### config.mk
export PLATFORM = sky130hd
export DESIGN_NAME = json_syntax_validator
export DESIGN_NICKNAME = d
export VERILOG_FILES = /design/src/jsv_pkg.sv /design/src/jsv_front.sv /design/src/jsv_parser.sv /design/src/json_syntax_validator.sv
export SDC_FILE = /design/constraint.sdc
export NUM_CORES = 1
export LEC_CHECK = 0
export BUFFER_PORTS_ARGS = -buffer_cell sky130_fd_sc_hd__buf_2
export CAP_MARGIN = 25
export CORE_AREA = 2 2 150 181
export DETAILED_ROUTE_END_ITERATION = 16
export DIE_AREA = 0 0 152 183
export SYNTH_ARGS = -nofsm -noshare
export SYNTH_HDL_FRONTEND = slang
export SYNTH_SLANG_ARGS = --single-unit
### constraint.sdc
create_clock -name i_clk -period 7.5 [get_ports i_clk]
set_input_delay 0.75 -clock i_clk [delete_from_list [all_inputs] [get_ports i_clk]]
set_output_delay 0.75 -clock i_clk [all_outputs]
set_load 0.01 [all_outputs]
### src/jsv_pkg.sv
package jsv_pkg;

    localparam int MaxNesting = 32;
    localparam int DepthBits  = $clog2(MaxNesting + 1);
    localparam int StackBits  = (MaxNesting > 1) ? $clog2(MaxNesting) : 1;
    localparam int OffsetBits = 20;
    localparam int OutOffBits = 20;
    localparam int QueueDepth = 2;

    typedef enum logic [1:0] {
        ST_PENDING = 2'd0,
        ST_VALID   = 2'd1,
        ST_INVALID = 2'd2
    } t_status;

    typedef enum logic [3:0] {
        CL_OTHER, CL_WS, CL_LBRACE, CL_RBRACE, CL_LBRACK, CL_RBRACK, CL_QUOTE,
        CL_BSLASH, CL_MINUS, CL_PLUS, CL_ZERO, CL_DIGIT, CL_DOT, CL_EXPO,
        CL_COMMA, CL_COLON
    } t_class;

    // One classified beat handed from the front end to the parser.
    typedef struct packed {
        logic [7:0] text_byte;
        t_class     cls;
        logic       is_hex;
        logic       is_ctrl;
        logic       is_esc;
        logic       end_of_text;
    } t_item;

    function automatic t_class classify(input logic [7:0] b);
        t_class c;
        c = CL_OTHER;
        case (b)
            8'h09, 8'h0A, 8'h0D, 8'h20: c = CL_WS;
            8'h7B: c = CL_LBRACE;
            8'h7D: c = CL_RBRACE;
            8'h5B: c = CL_LBRACK;
            8'h5D: c = CL_RBRACK;
            8'h22: c = CL_QUOTE;
            8'h5C: c = CL_BSLASH;
            8'h2D: c = CL_MINUS;
            8'h2B: c = CL_PLUS;
            8'h30: c = CL_ZERO;
            8'h2E: c = CL_DOT;
            8'h65, 8'h45: c = CL_EXPO;
            8'h2C: c = CL_COMMA;
            8'h3A: c = CL_COLON;
            default: begin
                if (b >= 8'h31 && b <= 8'h39) c = CL_DIGIT;
            end
        endcase
        return c;
    endfunction

endpackage

### src/jsv_front.sv
module jsv_front (
    input  logic           i_clk,
    input  logic           i_rst_n,
    input  logic           i_valid,
    output logic           o_ready,
    input  logic [7:0]     i_byte,
    input  logic           i_end,
    output logic           o_valid,
    input  logic           i_ready,
    output jsv_pkg::t_item o_item
);
    jsv_pkg::t_item r_q [jsv_pkg::QueueDepth];
    logic r_wp, r_rp;
    logic [1:0] r_cnt;
    jsv_pkg::t_item w_it;
    logic w_push, w_pop;

    always_comb begin
        w_it.text_byte   = i_byte;
        w_it.cls         = jsv_pkg::classify(i_byte);
        w_it.is_hex      = (i_byte >= 8'h30 && i_byte <= 8'h39) ||
                           (i_byte >= 8'h61 && i_byte <= 8'h66) ||
                           (i_byte >= 8'h41 && i_byte <= 8'h46);
        w_it.is_ctrl     = i_byte < 8'h20;
        w_it.is_esc      = i_byte == 8'h22 || i_byte == 8'h5C || i_byte == 8'h2F ||
                           i_byte == 8'h62 || i_byte == 8'h66 || i_byte == 8'h6E ||
                           i_byte == 8'h72 || i_byte == 8'h74;
        w_it.end_of_text = i_end;
    end

    assign o_ready = r_cnt != 2'd2;
    assign o_valid = r_cnt != 2'd0;
    assign o_item  = r_q[r_rp];
    assign w_push  = i_valid && o_ready;
    assign w_pop   = o_valid && i_ready;

    always_ff @(posedge i_clk) begin
        if (w_push) r_q[r_wp] <= w_it;
        if (!i_rst_n) begin
            r_wp <= 1'b0; r_rp <= 1'b0; r_cnt <= 2'd0;
        end else begin
            if (w_push) r_wp <= ~r_wp;
            if (w_pop) r_rp <= ~r_rp;
            r_cnt <= r_cnt + {1'b0, w_push} - {1'b0, w_pop};
        end
    end
endmodule

### src/jsv_parser.sv
module jsv_parser (
    input  logic                          i_clk,
    input  logic                          i_rst_n,
    input  logic [5:0]                    i_limit,
    input  logic                          i_valid,
    output logic                          o_ready,
    input  jsv_pkg::t_item                i_item,
    output logic                          o_valid,
    input  logic                          i_ready,
    output logic [1:0]                    o_status,
    output logic [jsv_pkg::OutOffBits-1:0] o_offset,
    output logic [5:0]                    o_depth
);
    typedef enum logic [4:0] {
        M_VALUE, M_ARR_FIRST, M_OBJ_FIRST, M_KEY, M_COLON, M_AFTER, M_STR,
        M_STR_ESC, M_STR_HEX, M_NUM_SIGN, M_NUM_ZERO, M_NUM_INT, M_NUM_DOT,
        M_NUM_FRAC, M_NUM_EXP, M_NUM_EXPSIGN, M_NUM_EXPDIG, M_LIT_TRUE,
        M_LIT_FALSE, M_LIT_NULL
    } t_mode;

    localparam int DB = jsv_pkg::DepthBits;
    localparam int OB = jsv_pkg::OffsetBits;
    localparam logic [OB-1:0] OffCap = '1;

    t_mode r_mode, n_mode;
    logic  r_stack [jsv_pkg::MaxNesting];
    logic [DB-1:0] r_depth, n_depth;
    logic [2:0] r_sub, n_sub;
    logic [OB-1:0] r_pos, r_epos;
    logic r_err, n_fail;
    logic r_ovalid;
    logic [1:0] r_status;
    logic [jsv_pkg::OutOffBits-1:0] r_offset;
    logic [5:0] r_odepth;
    logic w_take, w_push, w_pushv, w_top;
    logic [DB-1:0] w_lim;
    logic [7:0] b;
    jsv_pkg::t_class c;

    function automatic logic [jsv_pkg::StackBits-1:0] StackIdx(input logic [DB-1:0] d);
        return d[jsv_pkg::StackBits-1:0];
    endfunction

    assign o_ready  = !r_ovalid || i_ready;
    assign w_take   = i_valid && o_ready;
    assign o_valid  = r_ovalid;
    assign o_status = r_status;
    assign o_offset = r_offset;
    assign o_depth  = r_odepth;
    assign b = i_item.text_byte;
    assign c = i_item.cls;
    assign w_lim = ({2'b0, i_limit} > 8'(jsv_pkg::MaxNesting)) ?
                   DB'(jsv_pkg::MaxNesting) : DB'(i_limit);
    assign w_top = (r_depth != '0) ? r_stack[StackIdx(r_depth - 1'b1)] : 1'b0;

    // Next parser state for one byte; opening brackets also push the stack.
    always_comb begin
        logic [7:0] want;
        logic [2:0] len;
        n_mode = r_mode; n_depth = r_depth; n_sub = r_sub; n_fail = 1'b0;
        w_push = 1'b0; w_pushv = 1'b0; want = 8'h00; len = 3'd4;
        case (r_mode)
            M_VALUE, M_ARR_FIRST: begin
                if (c == jsv_pkg::CL_WS) begin
                end else if (r_mode == M_ARR_FIRST && c == jsv_pkg::CL_RBRACK) begin
                    n_depth = r_depth - 1'b1; n_mode = M_AFTER;
                end else if (c == jsv_pkg::CL_LBRACE || c == jsv_pkg::CL_LBRACK) begin
                    if (r_depth >= w_lim) n_fail = 1'b1;
                    else begin
                        w_push = 1'b1; w_pushv = c == jsv_pkg::CL_LBRACE;
                        n_depth = r_depth + 1'b1;
                        n_mode = w_pushv ? M_OBJ_FIRST : M_ARR_FIRST;
                    end
                end else if (c == jsv_pkg::CL_QUOTE) begin
                    n_mode = M_STR; n_sub = 3'd0;
                end else if (c == jsv_pkg::CL_MINUS) n_mode = M_NUM_SIGN;
                else if (c == jsv_pkg::CL_ZERO) n_mode = M_NUM_ZERO;
                else if (c == jsv_pkg::CL_DIGIT) n_mode = M_NUM_INT;
                else if (b == 8'h74) begin n_mode = M_LIT_TRUE; n_sub = 3'd1; end
                else if (b == 8'h66) begin n_mode = M_LIT_FALSE; n_sub = 3'd1; end
                else if (b == 8'h6E) begin n_mode = M_LIT_NULL; n_sub = 3'd1; end
                else n_fail = 1'b1;
            end
            M_OBJ_FIRST, M_KEY: begin
                if (c == jsv_pkg::CL_WS) begin
                end else if (r_mode == M_OBJ_FIRST && c == jsv_pkg::CL_RBRACE) begin
                    n_depth = r_depth - 1'b1; n_mode = M_AFTER;
                end else if (c == jsv_pkg::CL_QUOTE) begin
                    n_mode = M_STR; n_sub = 3'd4;
                end else n_fail = 1'b1;
            end
            M_COLON: begin
                if (c == jsv_pkg::CL_COLON) n_mode = M_VALUE;
                else if (c != jsv_pkg::CL_WS) n_fail = 1'b1;
            end
            M_STR: begin
                if (c == jsv_pkg::CL_QUOTE) begin
                    n_mode = r_sub[2] ? M_COLON : M_AFTER; n_sub = 3'd0;
                end else if (c == jsv_pkg::CL_BSLASH) n_mode = M_STR_ESC;
                else if (i_item.is_ctrl) n_fail = 1'b1;
            end
            M_STR_ESC: begin
                if (i_item.is_esc) n_mode = M_STR;
                else if (b == 8'h75) begin
                    n_mode = M_STR_HEX; n_sub = {r_sub[2], 2'b00};
                end else n_fail = 1'b1;
            end
            M_STR_HEX: begin
                if (!i_item.is_hex) n_fail = 1'b1;
                else if (r_sub[1:0] == 2'b11) begin
                    n_sub = {r_sub[2], 2'b00}; n_mode = M_STR;
                end else n_sub = r_sub + 3'd1;
            end
            M_LIT_TRUE, M_LIT_FALSE, M_LIT_NULL: begin
                case (r_mode)
                    M_LIT_TRUE: begin
                        len = 3'd4;
                        case (r_sub)
                            3'd1: want = 8'h72; 3'd2: want = 8'h75; 3'd3: want = 8'h65;
                            default: want = 8'h74;
                        endcase
                    end
                    M_LIT_FALSE: begin
                        len = 3'd5;
                        case (r_sub)
                            3'd1: want = 8'h61; 3'd2: want = 8'h6C; 3'd3: want = 8'h73;
                            3'd4: want = 8'h65; default: want = 8'h66;
                        endcase
                    end
                    default: begin
                        len = 3'd4;
                        case (r_sub)
                            3'd1: want = 8'h75; 3'd2, 3'd3: want = 8'h6C;
                            default: want = 8'h6E;
                        endcase
                    end
                endcase
                if (r_sub >= len || b != want) n_fail = 1'b1;
                else if (r_sub + 3'd1 >= len) begin n_sub = 3'd0; n_mode = M_AFTER; end
                else n_sub = r_sub + 3'd1;
            end
            M_NUM_SIGN: begin
                if (c == jsv_pkg::CL_ZERO) n_mode = M_NUM_ZERO;
                else if (c == jsv_pkg::CL_DIGIT) n_mode = M_NUM_INT;
                else n_fail = 1'b1;
            end
            M_NUM_DOT: begin
                if (c == jsv_pkg::CL_ZERO || c == jsv_pkg::CL_DIGIT) n_mode = M_NUM_FRAC;
                else n_fail = 1'b1;
            end
            M_NUM_EXP: begin
                if (c == jsv_pkg::CL_PLUS || c == jsv_pkg::CL_MINUS) n_mode = M_NUM_EXPSIGN;
                else if (c == jsv_pkg::CL_ZERO || c == jsv_pkg::CL_DIGIT)
                    n_mode = M_NUM_EXPDIG;
                else n_fail = 1'b1;
            end
            M_NUM_EXPSIGN: begin
                if (c == jsv_pkg::CL_ZERO || c == jsv_pkg::CL_DIGIT) n_mode = M_NUM_EXPDIG;
                else n_fail = 1'b1;
            end
            default: ;
        endcase
        // Modes where a value has ended, or a number may end on this byte.
        if (r_mode == M_AFTER ||
            ((r_mode == M_NUM_ZERO || r_mode == M_NUM_INT || r_mode == M_NUM_FRAC ||
              r_mode == M_NUM_EXPDIG) &&
             !((r_mode != M_NUM_ZERO) &&
               (c == jsv_pkg::CL_ZERO || c == jsv_pkg::CL_DIGIT)) &&
             !(r_mode != M_NUM_EXPDIG && c == jsv_pkg::CL_EXPO) &&
             !((r_mode == M_NUM_ZERO || r_mode == M_NUM_INT) && c == jsv_pkg::CL_DOT))) begin
            n_mode = M_AFTER;
            if (c == jsv_pkg::CL_WS) begin
            end else if (r_depth == '0) n_fail = 1'b1;
            else if (c == jsv_pkg::CL_COMMA) n_mode = w_top ? M_KEY : M_VALUE;
            else if ((w_top && c == jsv_pkg::CL_RBRACE) ||
                     (!w_top && c == jsv_pkg::CL_RBRACK)) n_depth = r_depth - 1'b1;
            else n_fail = 1'b1;
        end else if (r_mode == M_NUM_ZERO || r_mode == M_NUM_INT) begin
            if (c == jsv_pkg::CL_DOT) n_mode = M_NUM_DOT;
            else if (c == jsv_pkg::CL_EXPO) n_mode = M_NUM_EXP;
        end else if (r_mode == M_NUM_FRAC && c == jsv_pkg::CL_EXPO) n_mode = M_NUM_EXP;
        if (n_fail) begin
            n_mode = r_mode; n_depth = r_depth; n_sub = r_sub; w_push = 1'b0;
        end
    end

    always_ff @(posedge i_clk) begin
        logic done;
        done = (r_mode == M_AFTER || r_mode == M_NUM_ZERO || r_mode == M_NUM_INT ||
                r_mode == M_NUM_FRAC || r_mode == M_NUM_EXPDIG) && r_depth == '0;
        if (w_take && !i_item.end_of_text && !r_err && w_push)
            r_stack[StackIdx(r_depth)] <= w_pushv;
        if (w_take) begin
            // A byte beat reports the depth after that byte; the end beat the depth before.
            r_odepth <= 6'((i_item.end_of_text || r_err) ? r_depth : n_depth);
            if (i_item.end_of_text) begin
                r_status <= (!r_err && done) ? jsv_pkg::ST_VALID : jsv_pkg::ST_INVALID;
                r_offset <= r_err ? jsv_pkg::OutOffBits'(r_epos) :
                            done ? '0 : jsv_pkg::OutOffBits'(r_pos);
            end else begin
                r_status <= (r_err || n_fail) ? jsv_pkg::ST_INVALID : jsv_pkg::ST_PENDING;
                r_offset <= r_err ? jsv_pkg::OutOffBits'(r_epos) :
                            n_fail ? jsv_pkg::OutOffBits'(r_pos) : '0;
            end
        end
        if (!i_rst_n) begin
            r_mode <= M_VALUE; r_depth <= '0; r_sub <= '0; r_pos <= '0;
            r_err <= 1'b0; r_epos <= '0; r_ovalid <= 1'b0;
        end else begin
            if (w_take) r_ovalid <= 1'b1;
            else if (i_ready) r_ovalid <= 1'b0;
            if (w_take) begin
                if (i_item.end_of_text) begin
                    r_mode <= M_VALUE; r_depth <= '0; r_sub <= '0; r_pos <= '0;
                    r_err <= 1'b0; r_epos <= '0;
                end else begin
                    if (r_pos != OffCap) r_pos <= r_pos + 1'b1;
                    if (!r_err) begin
                        r_mode <= n_mode; r_depth <= n_depth; r_sub <= n_sub;
                        if (n_fail) begin r_err <= 1'b1; r_epos <= r_pos; end
                    end
                end
            end
        end
    end
endmodule

### src/json_syntax_validator.sv
// JSON syntax checker, one text byte per beat.
// Input stream: s_axis_tdata carries the text byte, s_axis_tlast marks the end
// of a document (the byte on that beat is ignored). Every input beat yields
// exactly one output beat on m_axis with the status (pending, valid, invalid),
// the offset of the first error and the current nesting depth.
// A front stage classifies each byte and writes it into a two-entry queue; the
// parser drains that queue into a registered output stage, one beat per cycle
// while the receiver is not stalling. An accepted beat is registered first in
// the queue and then in the output stage, and the sustained rate is one beat
// per cycle as long as the receiver accepts every output beat.
// The end beat returns the parser to its start state for the next document;
// the nesting limit register is kept. Reset (synchronous, active low) empties
// the queue and output stage, clears the parser and sets the limit to 32.
// When the receiver stalls, the output stage holds its beat, the queue fills,
// and s_axis_tready falls after at most two further beats.
// The limit may only be written while no beat is in flight.
module json_syntax_validator (
    input  logic        i_clk,
    input  logic        i_rst_n,
    input  logic        i_cfg_we,
    input  logic [5:0]  i_cfg_wdata,
    input  logic        s_axis_tvalid,
    output logic        s_axis_tready,
    input  logic [7:0]  s_axis_tdata,   // text_byte
    input  logic        s_axis_tlast,   // end_of_text
    output logic        m_axis_tvalid,
    input  logic        m_axis_tready,
    output logic [31:0] m_axis_tdata    // status[1:0], error_offset[21:2], depth[27:22]
);
    logic [5:0]     r_limit;
    logic           w_qvalid, w_qready;
    jsv_pkg::t_item w_item;
    logic [1:0]     w_status;
    logic [19:0]    w_offset;
    logic [5:0]     w_depth;

    always_ff @(posedge i_clk) begin
        if (!i_rst_n) r_limit <= 6'd32;
        else if (i_cfg_we) r_limit <= i_cfg_wdata;
    end

    jsv_front u_front (
        .i_clk, .i_rst_n,
        .i_valid(s_axis_tvalid), .o_ready(s_axis_tready),
        .i_byte(s_axis_tdata), .i_end(s_axis_tlast),
        .o_valid(w_qvalid), .i_ready(w_qready), .o_item(w_item)
    );

    jsv_parser u_parser (
        .i_clk, .i_rst_n, .i_limit(r_limit),
        .i_valid(w_qvalid), .o_ready(w_qready), .i_item(w_item),
        .o_valid(m_axis_tvalid), .i_ready(m_axis_tready),
        .o_status(w_status), .o_offset(w_offset), .o_depth(w_depth)
    );

    assign m_axis_tdata = {4'd0, w_depth, w_offset, w_status};

    // A valid verdict never carries an error offset.
    a_valid_no_off: assert property (@(posedge i_clk) disable iff (!i_rst_n)
        m_axis_tvalid && m_axis_tdata[1:0] == jsv_pkg::ST_VALID |->
        m_axis_tdata[21:2] == 20'd0) else $error("valid status with offset");
    // Status code 3 is never produced.
    a_no_code3: assert property (@(posedge i_clk) disable iff (!i_rst_n)
        m_axis_tvalid |-> m_axis_tdata[1:0] != 2'd3) else $error("bad status");
    // Reported depth never exceeds the hard nesting bound.
    a_depth_cap: assert property (@(posedge i_clk) disable iff (!i_rst_n)
        m_axis_tvalid |-> m_axis_tdata[27:22] <= 6'd32) else $error("depth overflow");
endmodule
======== Word-level counts from Yosys, hierarchy flattened ========
Memories as Yosys holds them, arrays and structs flattened. A register that Yosys moved wholly into a read port is not among the register bits.
Index checks and enable logic that the tools add are counted.
word-level totals
  memories ................................ 2
  register bits ........................... 94
  RAM bits ................................ 64
  bits of input ports ..................... 20
memory list
  name              depth  width  rd ports  clocked after memory_dff  wr ports  line              RTL
  u_front.r_q       2      16     1         1                         1         jsv_front.sv:12   jsv_pkg::t_item r_q [jsv_pkg::QueueDepth];
  u_parser.r_stack  32     1      1         0                         1         jsv_parser.sv:26  logic r_stack [jsv_pkg::MaxNesting];
cells by class
  reduce and logical (&&, ||, !) cells .... 76
  bitwise logic cells ..................... 2
  multiplexer cells ....................... 162
  equal/unequal tests ..................... 92
  $add $sub $neg .......................... 6
  magnitude comparators ................... 12
operators by type and width
  operator                 number
  $mux W20                 10
  $mux W5                  39
  $eq A8 B7 Y1 const B     16
  $mux W6                  16
  $eq A8 B6 Y1 const B     9
  $mux W3                  23
  $mux W1                  57
  $pmux W4 S14             1
  $pmux W5 S11             1
  $eq A5 B4 Y1 const B     8
  $reduce_and A19 Y1       2
  $eq A4 B4 Y1 const B     8
  $logic_or A1 B1 Y1       25
  $eq A8 B4 Y1 const B     3
  $ne A3 B2 Y1 const B     8
  $logic_and A1 B1 Y1      22
  $add A20 B1 Y20 const B  1
  $eq A5 B3 Y1 const B     4
  $eq A5 B5 Y1 const B     4
  $ne A20 B20 Y1 const B   1
  $pmux W5 S4              1
  $pmux W3 S6              1
  $eq A4 B3 Y1 const B     4
  $ge A8 B6 Y1 const B     2
  other kinds (49)         84

======== Depth between registers and ports, before layout ========
Gate-level depths: netlist of run 1.
  word-level depth ........................ 21
  depth in mapped cells ................... 17
  gate-level depth less buffers ........... 12

======== Modules after synthesis ========
From an unflattened synthesis of run 1, not the netlist that was laid out.
unflattened totals
  cells, all modules ...................... 1,004
  area total of the unflattened synthesis .. 9,638.0 µm²
by module, submodules not included
  module                 sequential area each (µm²)  area each (µm²)  times used  cells each
  jsv_parser             2,922.8                     7,455.9          1           823
  jsv_front              1,061.0                     1,921.8          1           157
  json_syntax_validator  120.1                       260.2            1           24

======== Worst setup path after synthesis of run 1 ========
OpenSTA, ideal clock, no wires.
  kind .................................... reg-to-reg
  start ................................... register u_parser.r_depth[0]
  end ..................................... memory u_parser.r_stack[0], data pin
  buffers on the path ..................... 2
  data arrival time ....................... 3,744 ps
  clock period less this slack ............ 4,284 ps
  setup slack ............................. 3,216 ps
  cell stages (with the launch flop) ...... 10
  path through ............................ dfxtp_1 buf_2 buf_2 inv_1 ha_1 nor2b_1 o21ai_0 a221oi_1 nand2b_1 nor4_1
between the ends
  word-level cells in the longest chain between the ends .. 6
ends and longest elaborated chain
  element                     line               RTL
  from (decl)                 jsv_parser.sv:27   logic [DB-1:0] r_depth, n_depth;
  from (signal assigned)      jsv_parser.sv:219  r_mode <= n_mode; r_depth <= n_depth; r_sub <= n_sub;
  $ge A6 B6 Y1                jsv_parser.sv:68   if (r_depth >= w_lim) n_fail = 1'b1;
  $mux W1                     jsv_parser.sv:68
  $mux W1                     jsv_parser.sv:67   end else if (c == jsv_pkg::CL_LBRACE || c == jsv_pkg::CL_LBRACK) begin
  $mux W1                     jsv_parser.sv:65   end else if (r_mode == M_ARR_FIRST && c == jsv_pkg::CL_RBRACK) begin
  $mux W1                     jsv_parser.sv:64   if (c == jsv_pkg::CL_WS) begin
  $mux W1                     jsv_parser.sv:62   case (r_mode)
  named net u_parser.w_pushv  jsv_parser.sv:35   logic w_take, w_push, w_pushv, w_top;
  to (decl)                   jsv_parser.sv:26
The timed path passes the listed nets, and every way through them passes these cells.

======== Worst setup path in the final report of run 1 ========
  start ................................... register u_parser.r_depth[0]
  end ..................................... memory u_parser.r_stack[13] (enable)
between the ends
  word-level cells in the longest chain between the ends .. 15
ends and longest elaborated chain
  element                                                    line                                 RTL
  $sub A6 B1 Y6 / $ge A6 B6 Y1 (equally long branches)       jsv_parser.sv:54, jsv_parser.sv:68
  $mem_v2 Z32 W1 / $mux W1 (equally long branches)           n/a
  $mux W1 (on tied branches)                                 jsv_parser.sv:54, jsv_parser.sv:67
  $logic_not A1 Y1 / $mux W1 (equally long branches)         jsv_parser.sv:176, jsv_parser.sv:65
  $logic_and A1 B1 Y1 / $mux W1 (equally long branches)      jsv_parser.sv:176, jsv_parser.sv:64
  $logic_or A1 B1 Y1 / $pmux W1 S10 (equally long branches)  jsv_parser.sv:175, jsv_parser.sv:62
  $mux W1                                                    jsv_parser.sv:175                    else if ((w_top && c == jsv_pkg::CL_RBRACE) ||
  $mux W1                                                    jsv_parser.sv:174                    else if (c == jsv_pkg::CL_COMMA) n_mode = w_top ? M_KEY : M_VALUE;
  $mux W1                                                    jsv_parser.sv:173                    end else if (r_depth == '0) n_fail = 1'b1;
  $mux W1                                                    jsv_parser.sv:172                    if (c == jsv_pkg::CL_WS) begin
  $mux W1                                                    jsv_parser.sv:164                    if (r_mode == M_AFTER ||
  $mux W1                                                    jsv_parser.sv:182                    if (n_fail) begin
  $logic_and A1 B1 Y1                                        jsv_parser.sv:191                    if (w_take && !i_item.end_of_text && !r_err && w_push)
  $mux W1                                                    jsv_parser.sv:191
  $mux W1 (implied by the code)                              jsv_parser.sv:192                    r_stack[StackIdx(r_depth)] <= w_pushv;
Parallel ways exist; a longest one is shown, timed or not.

==> metrics.txt, run 1 <==
Gate Count Post-Synth just under 1000; Die W between 150 and 200 um; P_sw between 0.9 and 1 mW; post-synthesis sequential area ratio roughly 43%; setup violators final 0; Core Rows between 60 and 70; clk sinks about 160; post-layout min period approximately 5.5 ns; synth warn 0; CTS root buf clkbuf_16; io pins 54; Hold EP u_parser.r_epos[19]; ys async rst share 0%; DR pass1 iterations 5; H-tree depth 4; critical path type flip-flop to flip-flop; CTS Buf Count 17; Clock transition at path regs roughly 0.06 ns; via count 7710; # hold bufs at CTS 0; Setup crit start kind flip-flop; Post-Route WL roughly 24000 um; Clock Latency Late Sink between 0.4 and 0.5 ns; hold depth 1; CP Capture Type flip-flop; max cap viols 0; Slowest-stage cell, CP dfxtp_1; flop-to-flop setup slack between 2 and 2.5 ns; Tot GR Track Use approximately 17%; largest cells by area after synthesis edfxtp_1 29%, dfxtp_1 14%, a22o_1 4.2%; Final Cycle Share approximately 73%; GR Overflow Total 0; final worst slack 2.044 ns; Final #Nets ~1000; DP Wirelength 17140 um; Post-synth top cells 100 x nor2_1, 92 x edfxtp_1, 71 x nand2_1; endpoints failing hold 0; post-synth top area cell edfxtp_1; die area 0.02782 mm^2; clock share of power between 30% and 40%; CP peak stage delay 0.89 ns; Post-DP Area approximately 0.01 mm^2; iteration-0 DRC count of the detailed router ~470; vias per inst approximately 5.7; CTS resizes 0; crit-path cells inv_1 -> ha_1 -> xnor2_2 -> mux2_2 -> nor4_1 -> o31ai_1 -> a211oi_1 -> o22ai_2 -> nor3_2 -> nand4_1 -> nor3_1; Hold Crit Class flip-flop to flip-flop; syn_area_per_cell a little under 10 um^2; CTS max path bufs 2; final std cells w/o fill approximately 1300; Max Slew Vio Count 0; reg2reg end u_parser.r_stack[13]; Slew headroom a little under a third; Seq pwr share between 30% and 40%; Setup WS pre-CTS approximately 2 ns; layout cell share with drive strength beyond 1 between 10 and 15%; Initial Utilization a little over a third; GP Congestion around 0.94; post-synthesis register bit count between 150 and 200; static leakage approximately 3.8 nW; Core Footprint around 0.026 mm^2; R2R depth 11; Worst-Margin Slew between 1 and 1.5 ns; Setup Fix Bufs, Post-CTS 0; antenna violations before repair 0; post-route ant nets 0; RSZ-0062 raised after global routing false; Cell variety after synth 93; clock skew roughly 0.015 ns; Critical Path Fanout Max 23; family with the most delay on the worst path simple AND/OR/NAND/NOR gates; Die Height between 150 and 200 um; Post-synth EDFFs between 90 and 100; global-route wire length before repair between 30000 and 40000 um; HP Start u_parser.r_epos[19]; most common cell in the synthesized netlist nor2_1; vias in the first global route roughly 7300; arrival time worst endpoint approximately 5.6 ns; Reg-to-Reg Start u_parser.r_depth[0]; CP startpoint u_parser.r_depth[0]; Comb pwr share between 20 and 30%; area share of the leading cell type in the synthesized netlist approximately 29%; mapped cell area 0.009498 mm^2; FMAX ~180 MHz; main flop type after synthesis edfxtp_1; outcome complete, no violations; CTS tree yes; drt wl/cell approximately 18 um; VDD IR-drop max roughly 0.00017 V; IO buf count 49; pwr dens 262.4 mW/mm^2; Req. time, crit path 7.62 ns; # DRC 0; Finished Cell Area ~0.011 mm^2; sw frac between 30 and 40%; Bufs and invs on worst path 1; Int Pwr 1.844 mW; Area growth syn-to-layout 11.46%; Antenna diodes 0; largest net degree at the start of global routing 36; placed cells about 1300; Setup TNS 0 ns
-- state kept, by name (all words and copies together), names as in the netlist, 5 cells and up, named ones only --
| name | flops |
|---|---|
| u_parser.o_offset | 20 |
| u_parser.o_depth | 6 |
| u_parser.r_stack | 32 |
| u_parser.r_epos | 20 |
| u_front.r_q | 32 |
| r_limit | 6 |
| u_parser.r_depth | 6 |
| u_parser.r_pos | 20 |
| u_parser.r_mode | 5 |
-- layout make-up --
class | count | area, um^2
clock buffer | 19 | 464.2
clock inverter | 13 | 170.2
fill | 2551 | 15520
inverter | 25 | 93.84
multi-input combinational | 728 | 4985
sequential | 159 | 4104
tap | 335 | 419.2
timing repair buffer | 63 | 350.3
-- per-stage QoR --
| step | hold slack (ns) | power, mW | util (%) |
|---|---|---|---|
| detailed placement | 0.4675 | 1.868 | 38.12 |
| floorplan | 0.4499 | 1.641 | - |
| CTS | 0.4845 | 2.802 | 40.55 |
| finish | 0.4823 | 2.778 | 40.55 |
| global route | 0.4939 | 2.914 | 40.55 |
| global placement | 0.4636 | 1.860 | 38.12 |
-- power by group through the flow --
stage          registers [mW]  clock network (mW)  logic, mW
6_report                 1.08               0.928      0.768
5_1_grt                  1.09               0.984      0.837
4_1_cts                  1.08               0.950      0.769
3_5_place_dp             1.10                   0      0.766
3_3_place_gp             1.10                   0      0.760
2_1_floorplan            1.12                   0      0.523
-- per-layer routing --
metal	track usage, %	share of wire (%)	up-vias
met5	0	0	-
met4	5.645	1.9	0
met3	3.095	4.9	39
met2	28.81	48	259
met1	23.04	45	3691
li1	-	-	3721
-- cell usage in the layout (no fill, tap or decap), types with 12 or more instances in the layout --
cell / netlist / final
nor2_1: 100 / 100
xor2_1: 20 / 20
a22o_1: 46 / 46
and2_1: 13 / 13
nand3_1: 22 / 22
mux2i_1: 18 / 18
ha_1: 22 / 22
nor4_1: 17 / 16
edfxtp_1: 92 / 92
nor3_1: 34 / 33
mux2_2: 13 / 13
buf_4: 8 / 14
nor2b_1: 19 / 19
nand3b_1: 12 / 12
nand4_1: 20 / 20
nor3b_1: 12 / 12
inv_1: 24 / 24
nand2b_1: 13 / 13
xnor2_1: 15 / 15
a21oi_1: 35 / 35
clkbuf_16: 0 / 18
o21ai_0: 32 / 31
dfxtp_1: 67 / 67
buf_2: 11 / 49
nand2_1: 71 / 71
-- worst max path at each step --
stage	endpoint	slack, ns	cells past startpoint
finish	u_parser.r_stack[13]	2.04	11
global route	u_parser.r_stack[13]	1.66	11
CTS	u_parser.r_stack[13]	2.04	11
detailed placement	u_parser.r_stack[13]	2.06	11
global placement	u_parser.r_stack[14]	2.18	11
floorplan	u_parser.r_stack[0]	3.22	9
-- worst reg2reg max path, cell delays in order (launching register included) --
cell and delay [ns]:
dfxtp_1 0.89, inv_1 0.31, ha_1 0.47, xnor2_2 0.44, mux2_2 0.40, nor4_1 0.35
o31ai_1 0.17, a211oi_1 0.38, o22ai_2 0.20, nor3_2 0.73, nand4_1 0.52, nor3_1 0.30
-- cells by family after synthesis --
kind of cell    Yosys count  share of synthesized area, %
xor+xnor                 37                         3.570
simple gates            393                         22.33
compound gates          235                         18.64
mux                      37                         4.769
other cells               1                       0.03948
buf+inv                  93                         4.545
fa+ha+maj                22                         2.898
flops                   159                         43.21
Note: power is estimated with default switching activity, not from simulation.
==> run 2: changes to the inputs <==
==> constraint.sdc (replaced) <==
create_clock -name i_clk -period 5.6 [get_ports i_clk]
set_input_delay 0.56 -clock i_clk [delete_from_list [all_inputs] [get_ports i_clk]]
set_output_delay 0.56 -clock i_clk [all_outputs]
set_load 0.01 [all_outputs]
==> run 2 against run 1 <==
Compared with the run above: first-iteration DRC count up 0.43%; die area did not move; clock skew grew 0.0028 ns; maximum frequency rose by 28%; sequential power up 36%; power is 32% higher; design area rose by 0.24%; routed wire length up 1.5%; sequential cell count stayed put; via count grew 1.2%; sequential share of layout area is 0.091 points lower; critical path type unchanged; critical endpoint is now u_parser.r_mode[4].
==> metrics.txt, run 2 (same netlist as run 1, synthesis figures left out) <==
most frequent cells in the layout 100 x nor2_1, 92 x edfxtp_1, 71 x nand2_1, 67 x dfxtp_1, 49 x buf_2; DR pass1 iterations 5; Final #Nets 1044; post-layout min period approximately 4.3 ns; io pins 54; largest registers u_front.r_q x32, u_parser.r_stack x32; Area growth syn-to-layout 11.72%; drt wl/cell 18.19 um; Setup crit start kind flip-flop; largest net degree at the start of global routing 33; max cap viols 0; Clock transition at path regs ~0.060 ns; RSZ-0062 raised after global routing false; Post-DP Area approximately 0.010 mm^2; Critical Path Fanout Max 12; CTS tree yes; Setup TNS 0 ns; commonest non-fill, non-tap cell in the layout nor2_1; global-route wire length before repair between 30000 and 40000 um; Worst-Margin Slew 1.082 ns; Req. time, crit path approximately 6.0 ns; CTS max path bufs 2; Core Footprint 0.02611 mm^2; family with the most delay on the worst path compound AO/OA/AOI/OAI gates; GP Congestion 0.8980; setup violators final 0; Clock Latency Late Sink between 0.4 and 0.5 ns; die area between 0.02 and 0.03 mm^2; static leakage 3.805 nW; GR Overflow Total 0; # DRC 0; Finished Core Util 40.65%; CTS root buf clkbuf_16; VDD IR-drop max 0.0002117 V; via count 7799; Slowest-stage cell, CP a21oi_1; Core Rows 65; # hold bufs at CTS 0; Tot GR Track Use between 15 and 20%; Slew headroom about a quarter; CP startpoint u_parser.r_depth[1]; clk sinks about 160; CP Capture Type flip-flop; Initial Utilization between 30% and 40%; Bufs and invs on worst path 3; Reg-to-Reg Start u_parser.r_depth[1]; H-tree depth 4; Die W 152 um; DP Wirelength 17380 um; HP Start s_axis_tlast; layout cell share with drive strength beyond 1 14.98%; CTS Buf Count 17; crit-path cells buf_4 -> inv_1 -> ha_1 -> xor2_1 -> mux4_2 -> a211o_1 -> a32oi_2 -> a211oi_1 -> o22ai_2 -> nor3_2 -> buf_4 -> a21oi_1 -> o22a_1; total power around 3.7 mW; antenna violations before repair 0; outcome complete, no violations; vias per inst between 5 and 6; clock skew around 0.018 ns; Max Slew Vio Count 0; iteration-0 DRC count of the detailed router 471; pwr dens 345.0 mW/mm^2; arrival time worst endpoint between 4 and 5 ns; Post-Route WL 24550 um; critical path type flip-flop to flip-flop; Die Height roughly 180 um; post-route ant nets 0; CP peak stage delay between 0.6 and 0.7 ns; Final Cycle Share approximately 76%; CTS resizes 0; IO buf count 49; endpoints failing hold 0; Setup Fix Bufs, Post-CTS 0; Antenna diodes 0; vias in the first global route 7324; Finished Cell Area between 0.01 and 0.015 mm^2; FMAX about 240 MHz; Hold Crit Class primary input to flip-flop; Top cell by count, worst path buf_4; flop-to-flop setup slack roughly 1.3 ns
-- run 2: changes by cell type in the layout (fill, tap and decap cells not counted) --
cell	change
inv_8	-1
inv_4	-1
clkinv_2	+2
bufinv_16	-2
clkinvlp_4	+1
buf_4	+7
inv_6	-3
clkbuf_1	+4
clkinv_4	-1
clkbuf_16	+1
buf_16	+1
-- run 2: path summary, 6_finish.rpt --
| check | end | depth (start not counted) |
|---|---|---|
| setup reg to reg | u_parser.r_mode[4] | 13 |
| hold / removal | u_front.r_q[0][0] | 1 |
| hold reg to reg | u_parser.r_epos[14] | 1 |
| setup / recovery | u_parser.r_mode[4] | 13 |
-- run 2: cell type report --
class | count | area, um^2
clock buffer | 24 | 504.2
clock inverter | 8 | 75.07
fill | 2561 | 15490
inverter | 25 | 93.84
multi-input combinational | 728 | 4985
sequential | 159 | 4104
tap | 335 | 419.2
timing repair buffer | 71 | 430.4
-- run 2: where the power goes --
group | internal [mW] | total, mW | switching [mW]
Sequential | 1.39 | 1.47 | 0.0762
Combinational | 0.357 | 1.05 | 0.694
Clock | 0.676 | 1.14 | 0.467
Total | 2.42 | 3.66 | 1.24
-- run 2: stage by stage --
stage | hold WS [ns] | setup WS [ns] | std cells
after floorplan | 0.4499 | 1.316 | 980
after global placement | 0.4619 | 1.361 | 1317
after detailed placement | 0.4647 | 1.359 | 1318
after CTS | 0.2920 | 1.341 | 1350
after global routing | 0.2994 | 0.9862 | 1350
final | 0.3104 | 1.349 | 1350
-- run 2: metal layers --
| layer | vias up | global-route usage, % | wire length [um] |
|---|---|---|---|
| li1 | 3743 | - | - |
| met1 | 3776 | 23.37 | 10990 |
| met2 | 250 | 28.95 | 11820 |
| met3 | 30 | 3.592 | 1279 |
| met4 | 0 | 5.570 | 461 |
| met5 | - | 0 | 0 |
